## config.mk

```make
export PLATFORM = sky130hd
export DESIGN_NAME = key_and_valve_input_qualifier_unit
export DESIGN_NICKNAME = d
export VERILOG_FILES = /design/src/rtl/kvq_pkg.sv /design/src/rtl/kvq_key_filter.sv /design/src/rtl/key_and_valve_input_qualifier_unit.sv
export VERILOG_INCLUDE_DIRS = /design/src /design/src/rtl
export SDC_FILE = /design/constraint.sdc
export NUM_CORES = 1
export LEC_CHECK = 0
export ABC_AREA = 1
export BUFFER_PORTS_ARGS = -buffer_cell sky130_fd_sc_hd__buf_2
export CAP_MARGIN = 0
export CORE_UTILIZATION = 55
export DETAILED_ROUTE_END_ITERATION = 8
export PLACE_DENSITY = 0.79
export SETUP_SLACK_MARGIN = 0.1
export SYNTH_ARGS = -nofsm -noshare
export SYNTH_HDL_FRONTEND = slang
export SYNTH_SLANG_ARGS = --single-unit
```

## constraint.sdc

```tcl
create_clock -name clk -period 2.4 [get_ports clk]
set_input_delay 0.6 -clock clk [delete_from_list [all_inputs] [get_ports clk]]
set_output_delay 0.6 -clock clk [all_outputs]
set_load 0.01 [all_outputs]
```

## src/rtl/key_and_valve_input_qualifier_unit_defines.svh

```systemverilog
// ---------------------------------------------------------------------------
// Assertion macros for the key and valve input qualifier
// Concurrent checks that are compiled out when NO_ASSERTIONS is defined.
// ---------------------------------------------------------------------------
`ifndef KEY_AND_VALVE_INPUT_QUALIFIER_UNIT_DEFINES_SVH
`define KEY_AND_VALVE_INPUT_QUALIFIER_UNIT_DEFINES_SVH

`ifndef NO_ASSERTIONS

// Implication property checked on every clock edge out of reset
`define KVQ_ASSERT(lbl, clk, rst_n, prop) \
	lbl: assert property (@(posedge clk) disable iff (!rst_n) prop) \
		else $error("kvq assertion failed");

// Condition that must never be true out of reset
`define KVQ_ASSERT_NEVER(lbl, clk, rst_n, cond) \
	lbl: assert property (@(posedge clk) disable iff (!rst_n) !(cond)) \
		else $error("kvq forbidden condition seen");

`else

`define KVQ_ASSERT(lbl, clk, rst_n, prop)
`define KVQ_ASSERT_NEVER(lbl, clk, rst_n, cond)

`endif

`endif

```

## src/rtl/kvq_pkg.sv

```systemverilog
// ---------------------------------------------------------------------------
// kvq_pkg
// Shared types, register indexes and reset values of the input qualifier.
// ---------------------------------------------------------------------------
package kvq_pkg;

	localparam int TICK_W         = 16;
	localparam int CFG_IDX_W      = 8;
	localparam int COUNTER_BITS_D = 16;

	localparam logic [TICK_W-1:0] FILTER_TICKS_RST = 16'd5;
	localparam logic [TICK_W-1:0] LONG_TICKS_RST   = 16'd100;
	localparam logic [TICK_W-1:0] OPEN_TICKS_RST   = 16'd10;
	localparam logic [TICK_W-1:0] CLOSE_TICKS_RST  = 16'd10;

	localparam logic [CFG_IDX_W-1:0] REG_FILTER_TICKS = 8'd0;
	localparam logic [CFG_IDX_W-1:0] REG_LONG_TICKS   = 8'd1;
	localparam logic [CFG_IDX_W-1:0] REG_OPEN_TICKS   = 8'd2;
	localparam logic [CFG_IDX_W-1:0] REG_CLOSE_TICKS  = 8'd3;

	typedef enum logic [1:0] {
		KEY_UP   = 2'd0,
		KEY_DOWN = 2'd1,
		KEY_HOLD = 2'd2
	} key_mode_t;

	typedef enum logic [1:0] {
		VALVE_NULL  = 2'd0,
		VALVE_OPEN  = 2'd1,
		VALVE_CLOSE = 2'd2
	} valve_mode_t;

	typedef enum logic [1:0] {
		CMD_NONE  = 2'd0,
		CMD_OPEN  = 2'd1,
		CMD_CLOSE = 2'd2
	} valve_cmd_t;

	typedef struct packed {
		key_mode_t mode;
		logic      entered_down;
	} key_result_t;

endpackage

```

## src/rtl/kvq_key_filter.sv

```systemverilog
// ---------------------------------------------------------------------------
// kvq_key_filter
// Debounce and long-press qualification of one key with a saturating counter.
// ---------------------------------------------------------------------------
module kvq_key_filter
	import kvq_pkg::*;
#(
	parameter int COUNTER_BITS = COUNTER_BITS_D
) (
	input  logic              clk,
	input  logic              arst_n,
	input  logic              advance,
	input  logic              pressed,
	input  logic [TICK_W-1:0] filter_ticks,
	input  logic [TICK_W-1:0] long_ticks,
	output key_result_t       result
);

	localparam int CMP_W = (COUNTER_BITS > TICK_W) ? COUNTER_BITS : TICK_W;

	key_mode_t               mode_q, mode_d;
	logic [COUNTER_BITS-1:0] cnt_q, cnt_d, cnt_inc;
	logic [TICK_W-1:0]       limit;
	logic                    past;

	assign cnt_inc = (cnt_q == {COUNTER_BITS{1'b1}}) ? cnt_q : cnt_q + 1'b1;
	assign limit   = (mode_q == KEY_DOWN) ? long_ticks : filter_ticks;
	// compare the old count before it advances
	assign past    = CMP_W'(cnt_q) > CMP_W'(limit);

	always_comb begin
		mode_d              = mode_q;
		cnt_d               = cnt_q;
		result.entered_down = 1'b0;
		if (!pressed) begin
			mode_d = KEY_UP;
			cnt_d  = '0;
		end else begin
			unique case (mode_q)
				KEY_UP: begin
					cnt_d = cnt_inc;
					if (past) begin
						mode_d              = KEY_DOWN;
						result.entered_down = 1'b1;
					end
				end
				KEY_DOWN: begin
					cnt_d = cnt_inc;
					if (past) begin
						mode_d = KEY_HOLD;
					end
				end
				default: begin
					// hold: stop counting
					mode_d = mode_q;
				end
			endcase
		end
		result.mode = mode_d;
	end

	always_ff @(posedge clk or negedge arst_n) begin
		if (!arst_n) begin
			mode_q <= KEY_UP;
			cnt_q  <= '0;
		end else if (advance) begin
			mode_q <= mode_d;
			cnt_q  <= cnt_d;
		end
	end

endmodule

```

## src/rtl/key_and_valve_input_qualifier_unit.sv

```systemverilog
// ---------------------------------------------------------------------------
// key_and_valve_input_qualifier_unit
// Qualifies two keys and a valve pressure signal, one sampling tick per
// transaction, and issues key status, valve status, valve drive and beep.
// ---------------------------------------------------------------------------
// Usage:
//   Input channel (in_valid/in_ready) carries one sampling tick: both key
//   levels, the valve open signal and the machine idle flag. Each input
//   transaction yields exactly one output transaction (out_valid/out_ready)
//   with both key states, the valve state, the valve drive and the beep.
//   An accepted tick sits in the input register while the qualifier logic
//   settles; the result register then takes it and raises out_valid.
//   Throughput is 1 tick per cycle while the receiver keeps up; the key
//   counters, the valve counters and their compares settle in the qualifier stage.
//   When the receiver stalls, the result register holds and the input
//   register keeps accepting until it is full too; in_ready then drops.
//   Configuration writes (cfg_valid/cfg_ready, always ready) set the four
//   thresholds; indexes beyond the register list are dropped. Write them
//   only while no tick is in flight.
//   Reset clears both stages, sets keys to up, valve to unsettled, counters
//   to zero and thresholds to their defaults (5, 100, 10, 10).
// ---------------------------------------------------------------------------
`include "key_and_valve_input_qualifier_unit_defines.svh"

module key_and_valve_input_qualifier_unit
	import kvq_pkg::*;
#(
	parameter int COUNTER_BITS = COUNTER_BITS_D
) (
	input  logic                 clk,
	input  logic                 arst_n,
	input  logic                 in_valid,
	output logic                 in_ready,
	input  logic                 ele_pressed,
	input  logic                 res_pressed,
	input  logic                 valve_open_signal,
	input  logic                 machine_idle,
	output logic                 out_valid,
	input  logic                 out_ready,
	output logic [1:0]           ele_key_status,
	output logic [1:0]           res_key_status,
	output logic [1:0]           valve_status,
	output logic [1:0]           valve_command,
	output logic                 beep_request,
	input  logic                 cfg_valid,
	output logic                 cfg_ready,
	input  logic [CFG_IDX_W-1:0] cfg_index,
	input  logic [TICK_W-1:0]    cfg_data
);

	localparam int CMP_W = (COUNTER_BITS > TICK_W) ? COUNTER_BITS : TICK_W;

	logic [TICK_W-1:0] filter_ticks_q, long_ticks_q, open_ticks_q, close_ticks_q;

	logic v_s1, ele_s1, res_s1, open_s1, idle_s1;
	logic advance;

	key_result_t ele_res, res_res;

	valve_mode_t             valve_q, valve_d;
	valve_cmd_t              cmd_d;
	logic [COUNTER_BITS-1:0] open_cnt_q, open_cnt_d, close_cnt_q, close_cnt_d;
	logic [COUNTER_BITS-1:0] open_inc, close_inc;
	logic                    open_past, close_past;

	// configuration registers
	assign cfg_ready = 1'b1;

	always_ff @(posedge clk or negedge arst_n) begin
		if (!arst_n) begin
			filter_ticks_q <= FILTER_TICKS_RST;
			long_ticks_q   <= LONG_TICKS_RST;
			open_ticks_q   <= OPEN_TICKS_RST;
			close_ticks_q  <= CLOSE_TICKS_RST;
		end else if (cfg_valid && cfg_ready) begin
			unique case (cfg_index)
				REG_FILTER_TICKS: filter_ticks_q <= cfg_data;
				REG_LONG_TICKS:   long_ticks_q   <= cfg_data;
				REG_OPEN_TICKS:   open_ticks_q   <= cfg_data;
				REG_CLOSE_TICKS:  close_ticks_q  <= cfg_data;
				default: begin
					// drop writes beyond the register list
					filter_ticks_q <= filter_ticks_q;
				end
			endcase
		end
	end

	// input register and pipeline control
	assign advance  = v_s1 && (!out_valid || out_ready);
	assign in_ready = !v_s1 || advance;

	always_ff @(posedge clk or negedge arst_n) begin
		if (!arst_n) begin
			v_s1 <= 1'b0;
		end else begin
			v_s1 <= (in_valid && in_ready) || (v_s1 && !advance);
		end
	end

	always_ff @(posedge clk) begin
		if (in_valid && in_ready) begin
			ele_s1  <= ele_pressed;
			res_s1  <= res_pressed;
			open_s1 <= valve_open_signal;
			idle_s1 <= machine_idle;
		end
	end

	// key qualifiers
	kvq_key_filter #(
		.COUNTER_BITS(COUNTER_BITS)
	) u_ele_key (
		.clk          (clk),
		.arst_n       (arst_n),
		.advance      (advance),
		.pressed      (ele_s1),
		.filter_ticks (filter_ticks_q),
		.long_ticks   (long_ticks_q),
		.result       (ele_res)
	);

	kvq_key_filter #(
		.COUNTER_BITS(COUNTER_BITS)
	) u_res_key (
		.clk          (clk),
		.arst_n       (arst_n),
		.advance      (advance),
		.pressed      (res_s1),
		.filter_ticks (filter_ticks_q),
		.long_ticks   (long_ticks_q),
		.result       (res_res)
	);

	// valve qualifier
	assign open_inc   = (open_cnt_q == {COUNTER_BITS{1'b1}}) ? open_cnt_q : open_cnt_q + 1'b1;
	assign close_inc  = (close_cnt_q == {COUNTER_BITS{1'b1}}) ? close_cnt_q
	                                                           : close_cnt_q + 1'b1;
	assign open_past  = CMP_W'(open_cnt_q) > CMP_W'(open_ticks_q);
	assign close_past = CMP_W'(close_cnt_q) > CMP_W'(close_ticks_q);

	always_comb begin
		valve_d     = VALVE_NULL;
		cmd_d       = CMD_NONE;
		open_cnt_d  = open_cnt_q;
		close_cnt_d = close_cnt_q;
		if (open_s1) begin
			close_cnt_d = '0;
			if (valve_q == VALVE_OPEN) begin
				valve_d = VALVE_OPEN;
				cmd_d   = CMD_OPEN;
			end else begin
				open_cnt_d = open_inc;
				if (open_past) begin
					valve_d = VALVE_OPEN;
					cmd_d   = CMD_OPEN;
				end
			end
		end else begin
			open_cnt_d = '0;
			if (valve_q == VALVE_CLOSE || close_past) begin
				valve_d = VALVE_CLOSE;
				// drive closed only while the machine is idle
				cmd_d   = idle_s1 ? CMD_CLOSE : CMD_NONE;
			end
			if (valve_q != VALVE_CLOSE) begin
				close_cnt_d = close_inc;
			end
		end
	end

	always_ff @(posedge clk or negedge arst_n) begin
		if (!arst_n) begin
			valve_q     <= VALVE_NULL;
			open_cnt_q  <= '0;
			close_cnt_q <= '0;
		end else if (advance) begin
			valve_q     <= valve_d;
			open_cnt_q  <= open_cnt_d;
			close_cnt_q <= close_cnt_d;
		end
	end

	// result register
	always_ff @(posedge clk or negedge arst_n) begin
		if (!arst_n) begin
			out_valid <= 1'b0;
		end else begin
			out_valid <= advance || (out_valid && !out_ready);
		end
	end

	always_ff @(posedge clk) begin
		if (advance) begin
			ele_key_status <= ele_res.mode;
			res_key_status <= res_res.mode;
			valve_status   <= valve_d;
			valve_command  <= cmd_d;
			beep_request   <= ele_res.entered_down || res_res.entered_down;
		end
	end

	// checks
	`KVQ_ASSERT(a_beep_means_down, clk, arst_n,
		(out_valid && beep_request) |->
		(ele_key_status == KEY_DOWN || res_key_status == KEY_DOWN))
	`KVQ_ASSERT(a_cmd_matches_status, clk, arst_n,
		(out_valid && valve_command != CMD_NONE) |->
		((valve_command == CMD_OPEN && valve_status == VALVE_OPEN) ||
		(valve_command == CMD_CLOSE && valve_status == VALVE_CLOSE)))
	`KVQ_ASSERT_NEVER(a_one_valve_counter, clk, arst_n, open_cnt_q != '0 && close_cnt_q != '0)
	`KVQ_ASSERT(a_stalled_tick_kept, clk, arst_n, (v_s1 && !advance) |=> v_s1)

endmodule

```

Word level (Yosys, flattened, before mapping):

Cells that the tools add are included.

* register bits: 149
* latch bits: 0
* memory bits (writable): 0
* ROM bits: 0
* input port bits: 33
* output and inout port bits: 12
* memories: 0

* add/subtract/negate cells: 4
* multipliers: 0
* divide/modulo/power cells: 0
* $lt $le $gt $ge: 4
* eq/ne operators: 19
* shift operators: 0
* mux-type cells: 35
* bitwise logic cells: 0
* reduce and logical (&&, ||, !) cells: 28

Operators by type and width (count)
* 2-to-1 mux 16 bit: 14
* adder 16 x 1 -> 16 bit (second input constant): 4
* equality test 16 bit (second input constant): 4
* greater-than comparator 16 bit: 4
* 2-to-1 mux 2 bit: 11
* equality test 8 x 2 -> 1 bit (second input constant): 2
* != test 2 bit (second input constant): 8
* AND reduction 3 bit: 4
* equality test 8 x 1 -> 1 bit (second input constant): 1
* logical NOT 8 bit: 1
* 2-to-1 mux 1 bit: 8
* case mux 2 bit (2 select lines): 2
* AND reduction 2 bit: 4
* equality test 2 x 1 -> 1 bit (second input constant): 3
* logical OR 1 bit: 6
* logical AND 1 bit: 4
* logical NOT 1 bit: 4
* logical NOT 2 bit: 2
* OR reduction 2 bit: 2
* equality test 2 bit (second input constant): 1
* nonzero test 2 bit: 1

Logic depth before layout (Yosys ltp):

* depth after elaboration: 7
* depth in mapped cells: 20

Cells and area by module:

Synthesis repeated with hierarchy kept, for this count alone.

* cells, all modules: 1117
* area, all modules: 9096.2 um^2

Modules (own cells, without submodules)
* key_and_valve_input_qualifier_unit: instances 1, cells each 698, area an instance 5916.9 um^2, seq. area each 2904.0 um^2
* kvq_key_filter at u_ele_key: instances 1, cells each 211, area an instance 1594.0 um^2, seq. area each 450.4 um^2
* kvq_key_filter at u_res_key: instances 1, cells each 208, area an instance 1585.3 um^2, seq. area each 450.4 um^2

Least setup slack after synthesis:

OpenSTA, ideal clock, no wires.

* path kind: flip-flop to flip-flop
* from: register u_res_key.mode_q[1]
* to: register res_key_status[0], data pin
* library setup time: 0.259 ns
* arrival time: 1.800 ns
* data required time: 2.141 ns
* path slack: 0.341 ns
* stages on the path, launching flop included: 12
* buffers on the path: 1
* period minus slack after synthesis: 2.059 ns
* cells stage by stage: dfrtp_1 inv_1 nand2_1 buf_1 nand2_1 o21ai_0 ha_1 nand4_1 nor3_1 nand3_1 nand4_1 nand2_1

RTL lines
* start, declared: RTL line kvq_key_filter.sv:21 `key_mode_t mode_q, mode_d;`
* start signal, assigned: RTL line kvq_key_filter.sv:67 `mode_q <= mode_d;`
* end signal, assigned: RTL line key_and_valve_input_qualifier_unit.sv:196 `res_key_status <= res_res.mode;`
* end, declared: RTL line key_and_valve_input_qualifier_unit.sv:41 `output logic [1:0] res_key_status,`

==> impl_metrics.toml <==
[outcome]
status = "finished, final reports clean"

[setup_path]
crit_top_cell = "nand2_1"
critPathArrivalTime_ps = 2410
cp_data_required_time_ps = 2580
path_cells = "inv_2 > nand2_4 > buf_12 > o21ai_1 > ha_1 > nand2_1 > nor2_1 > a21oi_1 > nand2_2 > nand4_1 > nand2_1"
startpoint_type = "flop"
crit_slowest_cell = "dfrtp_1"
cpLargestDelayFamily = "simple AND/OR/NAND/NOR gates"
reg2reg_depth = 11
cp_max_fo = 8
path_buf_inv = 2
rrSetupSlack_ps = 170
end_kind = "flop"
r2r_start = "u_ele_key.mode_q[1]"
r2r-end = "ele_key_status[0]"
critPathMaxStageDelay_ps = 400
crit_type = "reg2reg"

[grt]
grt_pass1_vias = 7340
gr-total-overflow = 0
grt_pass1_wl_um = 35900
antenna_found_initial = 0
grt_usage = 0.276
grt_max_degree = 57

[die]
die_h_um = 130
core_area_sq_um = 15900
fp-row-count = 46
start_util = 0.565
die-area_sq_um = 16900
dieWidth_um = 130
ioPinCount = 45

[synthesis]
ys.warnings.count = 0
synth_seq_area_share = 0.422
syn_avg_cell_area_sq_um = 7.77
synth_nets = 1261
synthCells = 1160
ys_ff_latch = 149
ys_types = 38
synth_area_sq_um = 9010

[placement]
place_hpwl_um = 15800
port_buffers = 43
gp_congestion = 0.932

[final_layout]
fin_nets = 1319
drive_above_1_share = 0.133
area_growth_pct = 15.1
n_antenna_cell = 0
fill_cells = 1315

[power]
p_leak_nw = 5.02
p_switching_mw = 2.91
p_int_mw = 5.44
clkPwrFrac = 0.336
sequentialPowerShare = 0.359
switching_share = 0.349
pwr-share-comb = 0.305
irDropWorstVdd_v = 0.000507
p_total_mw = 8.35
p_per_area_nw_per_um2 = 805

[clock_tree]
clock_latency_ps = 440
cts_sinks = 149
clk_pin_slew_ps = 70
cts_buffers = 17
cts-hold-fix-buffers = 0
cts_max_level = 4
root_buffer = "clkbuf_16"
cts_tree = "yes"
clk_path_buf_depth = 2

[sta]
setup_viol = 0
slew_headroom = 0.632
rsz0062_at_grt = "yes"
period_share = 0.929
max_freq_mhz = 448
finalSetupTns_ps = 0
finalHoldViolCount = 0
worst_pin_slew_ps = 551
drv_slew = 0
min_period_ps = 2230
fin_skew_ps = 15.8

[routing]
routed-via-count = 8000
ant_nets = 0
avgRoutedWirePerCell_um = 15.3
drt-pass1-iter-count = 6
wl_um = 22200
drc = 0
viasPerCell = 5.53
drtIter0Drc = 814

[job]
max_cap_viol_count = 0

[worst_hold_path]
hold_class = "in2async"
==> power by group through the flow <==
stage               Sequential [mW]  Clock [mW]  Combinational (mW)
floorplan                      2.98           0                1.59
global placement               3.02           0                2.08
detailed placement             3.02           0                2.15
CTS                            2.98        2.83                2.21
global route                   3.02        2.93                2.92
finish                         2.99        2.80                2.55
==> through the flow <==
step | setup WS [ps] | std cells | hold WS [ps] | utilization | instance area (sq um)
2_1_floorplan | 341 | 1160 | 304 | - | 9010
3_3_place_gp | 144 | 1407 | 466 | 0.598 | 9540
3_5_place_dp | 112 | 1407 | 475 | 0.598 | 9540
4_1_cts | 101 | 1439 | 141 | 0.637 | 10200
5_1_grt | 24.1 | 1447 | 156 | 0.651 | 10400
6_report | 169 | 1447 | 117 | 0.651 | 10400
==> layout make-up <==
type | instances | area (sq um) | area share
clock inverters | 12 | 170 | 0.0164
repair buffers | 72 | 542 | 0.0522
clock buffers | 20 | 447 | 0.0430
well taps | 216 | 270 | 0.0260
flip-flops and latches | 149 | 3810 | 0.367
inverters | 155 | 582 | 0.0561
multi-input cells | 823 | 4560 | 0.439
==> per-layer routing <==
metal	global-route usage	routed length, um
met3	0.0611	1310
met5	0	0
met4	0.0951	471
met1	0.386	10300
met2	0.425	10100
==> synthesized netlist by cell type <==
library cell / instances / share of area
inv_2: 2 / 0.00083
buf_1: 3 / 0.0012
inv_1: 152 / 0.063
o21ai_2: 10 / 0.0097
o21ai_0: 127 / 0.071
ha_1: 68 / 0.094
o21a_1: 1 / 0.00083
conb_1: 1 / 0.00042
clkinv_1: 1 / 0.00042
and3_1: 2 / 0.0014
mux2_2: 2 / 0.0025
buf_4: 3 / 0.0025
dfstp_2: 9 / 0.026
o31ai_1: 13 / 0.011
edfxtp_1: 13 / 0.043
nor2_1: 67 / 0.028
a21oi_1: 49 / 0.027
nand4_1: 31 / 0.022
nor2_2: 1 / 0.00069
o21ai_1: 7 / 0.0039
nor3b_1: 1 / 0.00083
buf_2: 3 / 0.0017
nor4_1: 2 / 0.0014
nand2_1: 297 / 0.12
a31o_2: 3 / 0.0029
nor3_1: 27 / 0.015
nand3_1: 74 / 0.041
nand2_2: 5 / 0.0035
dfrtp_1: 127 / 0.35
xor2_1: 22 / 0.021
or2_2: 1 / 0.00069
nor3_2: 3 / 0.0033
a21o_1: 2 / 0.0017
buf_6: 5 / 0.0062
nand2_4: 2 / 0.0025
a31oi_1: 2 / 0.0014
clkbuf_1: 19 / 0.0079
nand3b_1: 3 / 0.0025
==> cells in the final DEF (no fill, tap or decap), types with 3 or more instances in the layout <==
cell and count:
nand2_1 287, inv_1 150, dfrtp_1 125, o21ai_0 117
nand3_1 73, ha_1 67, nor2_1 66, a21oi_1 49
buf_2 42, nand4_1 31, nor3_1 24, xor2_1 22
buf_4 22, clkbuf_16 20, o21ai_1 13, o21ai_2 13
o31ai_1 13, edfxtp_1 13, nand2_2 11, dfstp_2 9
nand2_4 6, nor3_2 5, inv_2 4, clkinv_4 4
buf_12 4, nand3b_1 3, a31o_2 3, inv_6 3
bufinv_16 3
==> state kept, by name (all words and copies together) (netlist names) <==
signal and cells:
beep_request 1, close_cnt_q 16, close_ticks_q 16, ele_key_status 2, ele_s1 1, filter_ticks_q 16
idle_s1 1, long_ticks_q 16, open_cnt_q 16, open_s1 1, open_ticks_q 16, out_valid 1
res_key_status 2, res_s1 1, u_ele_key.cnt_q 16, u_ele_key.mode_q 2, u_res_key.cnt_q 16, u_res_key.mode_q 2
v_s1 1, valve_command 2, valve_q 2, valve_status 2
==> how the worst max path moves through the flow <==
stage / start / end / slack, ps / cells past startpoint
floorplan: u_res_key.mode_q[1] / res_key_status[0] / 340 / 11
global placement: u_ele_key.mode_q[1] / ele_key_status[0] / 140 / 11
detailed placement: u_ele_key.mode_q[1] / ele_key_status[0] / 110 / 11
CTS: u_ele_key.mode_q[1] / ele_key_status[0] / 100 / 11
global route: u_ele_key.mode_q[1] / u_ele_key.mode_q[0] / 20 / 13
finish: u_ele_key.mode_q[1] / ele_key_status[0] / 170 / 11
==> cells by family after synthesis <==
kind of cell	after synthesis	synth area share
AO/OA/AOI/OAI	214	0.129
XOR/XNOR	22	0.0214
adder cells (fa/ha/maj)	68	0.0944
buffers and inverters	188	0.0841
flip-flops	149	0.422
multiplexers	2	0.00250
other	1	0.000416
AND/OR/NAND/NOR	516	0.246
==> what timing repair did <==
item / 4_1_cts / 5_1_grt
pin swaps: 0 / 13
gates resized for setup: 3 / 37
setup endpoints to repair: 5 / 11
endpoints found under the hold margin: 0 / 0
gates cloned: 0 / 3
setup buffers: 0 / 5
No activity file was read; power rests on OpenSTA's default activity.
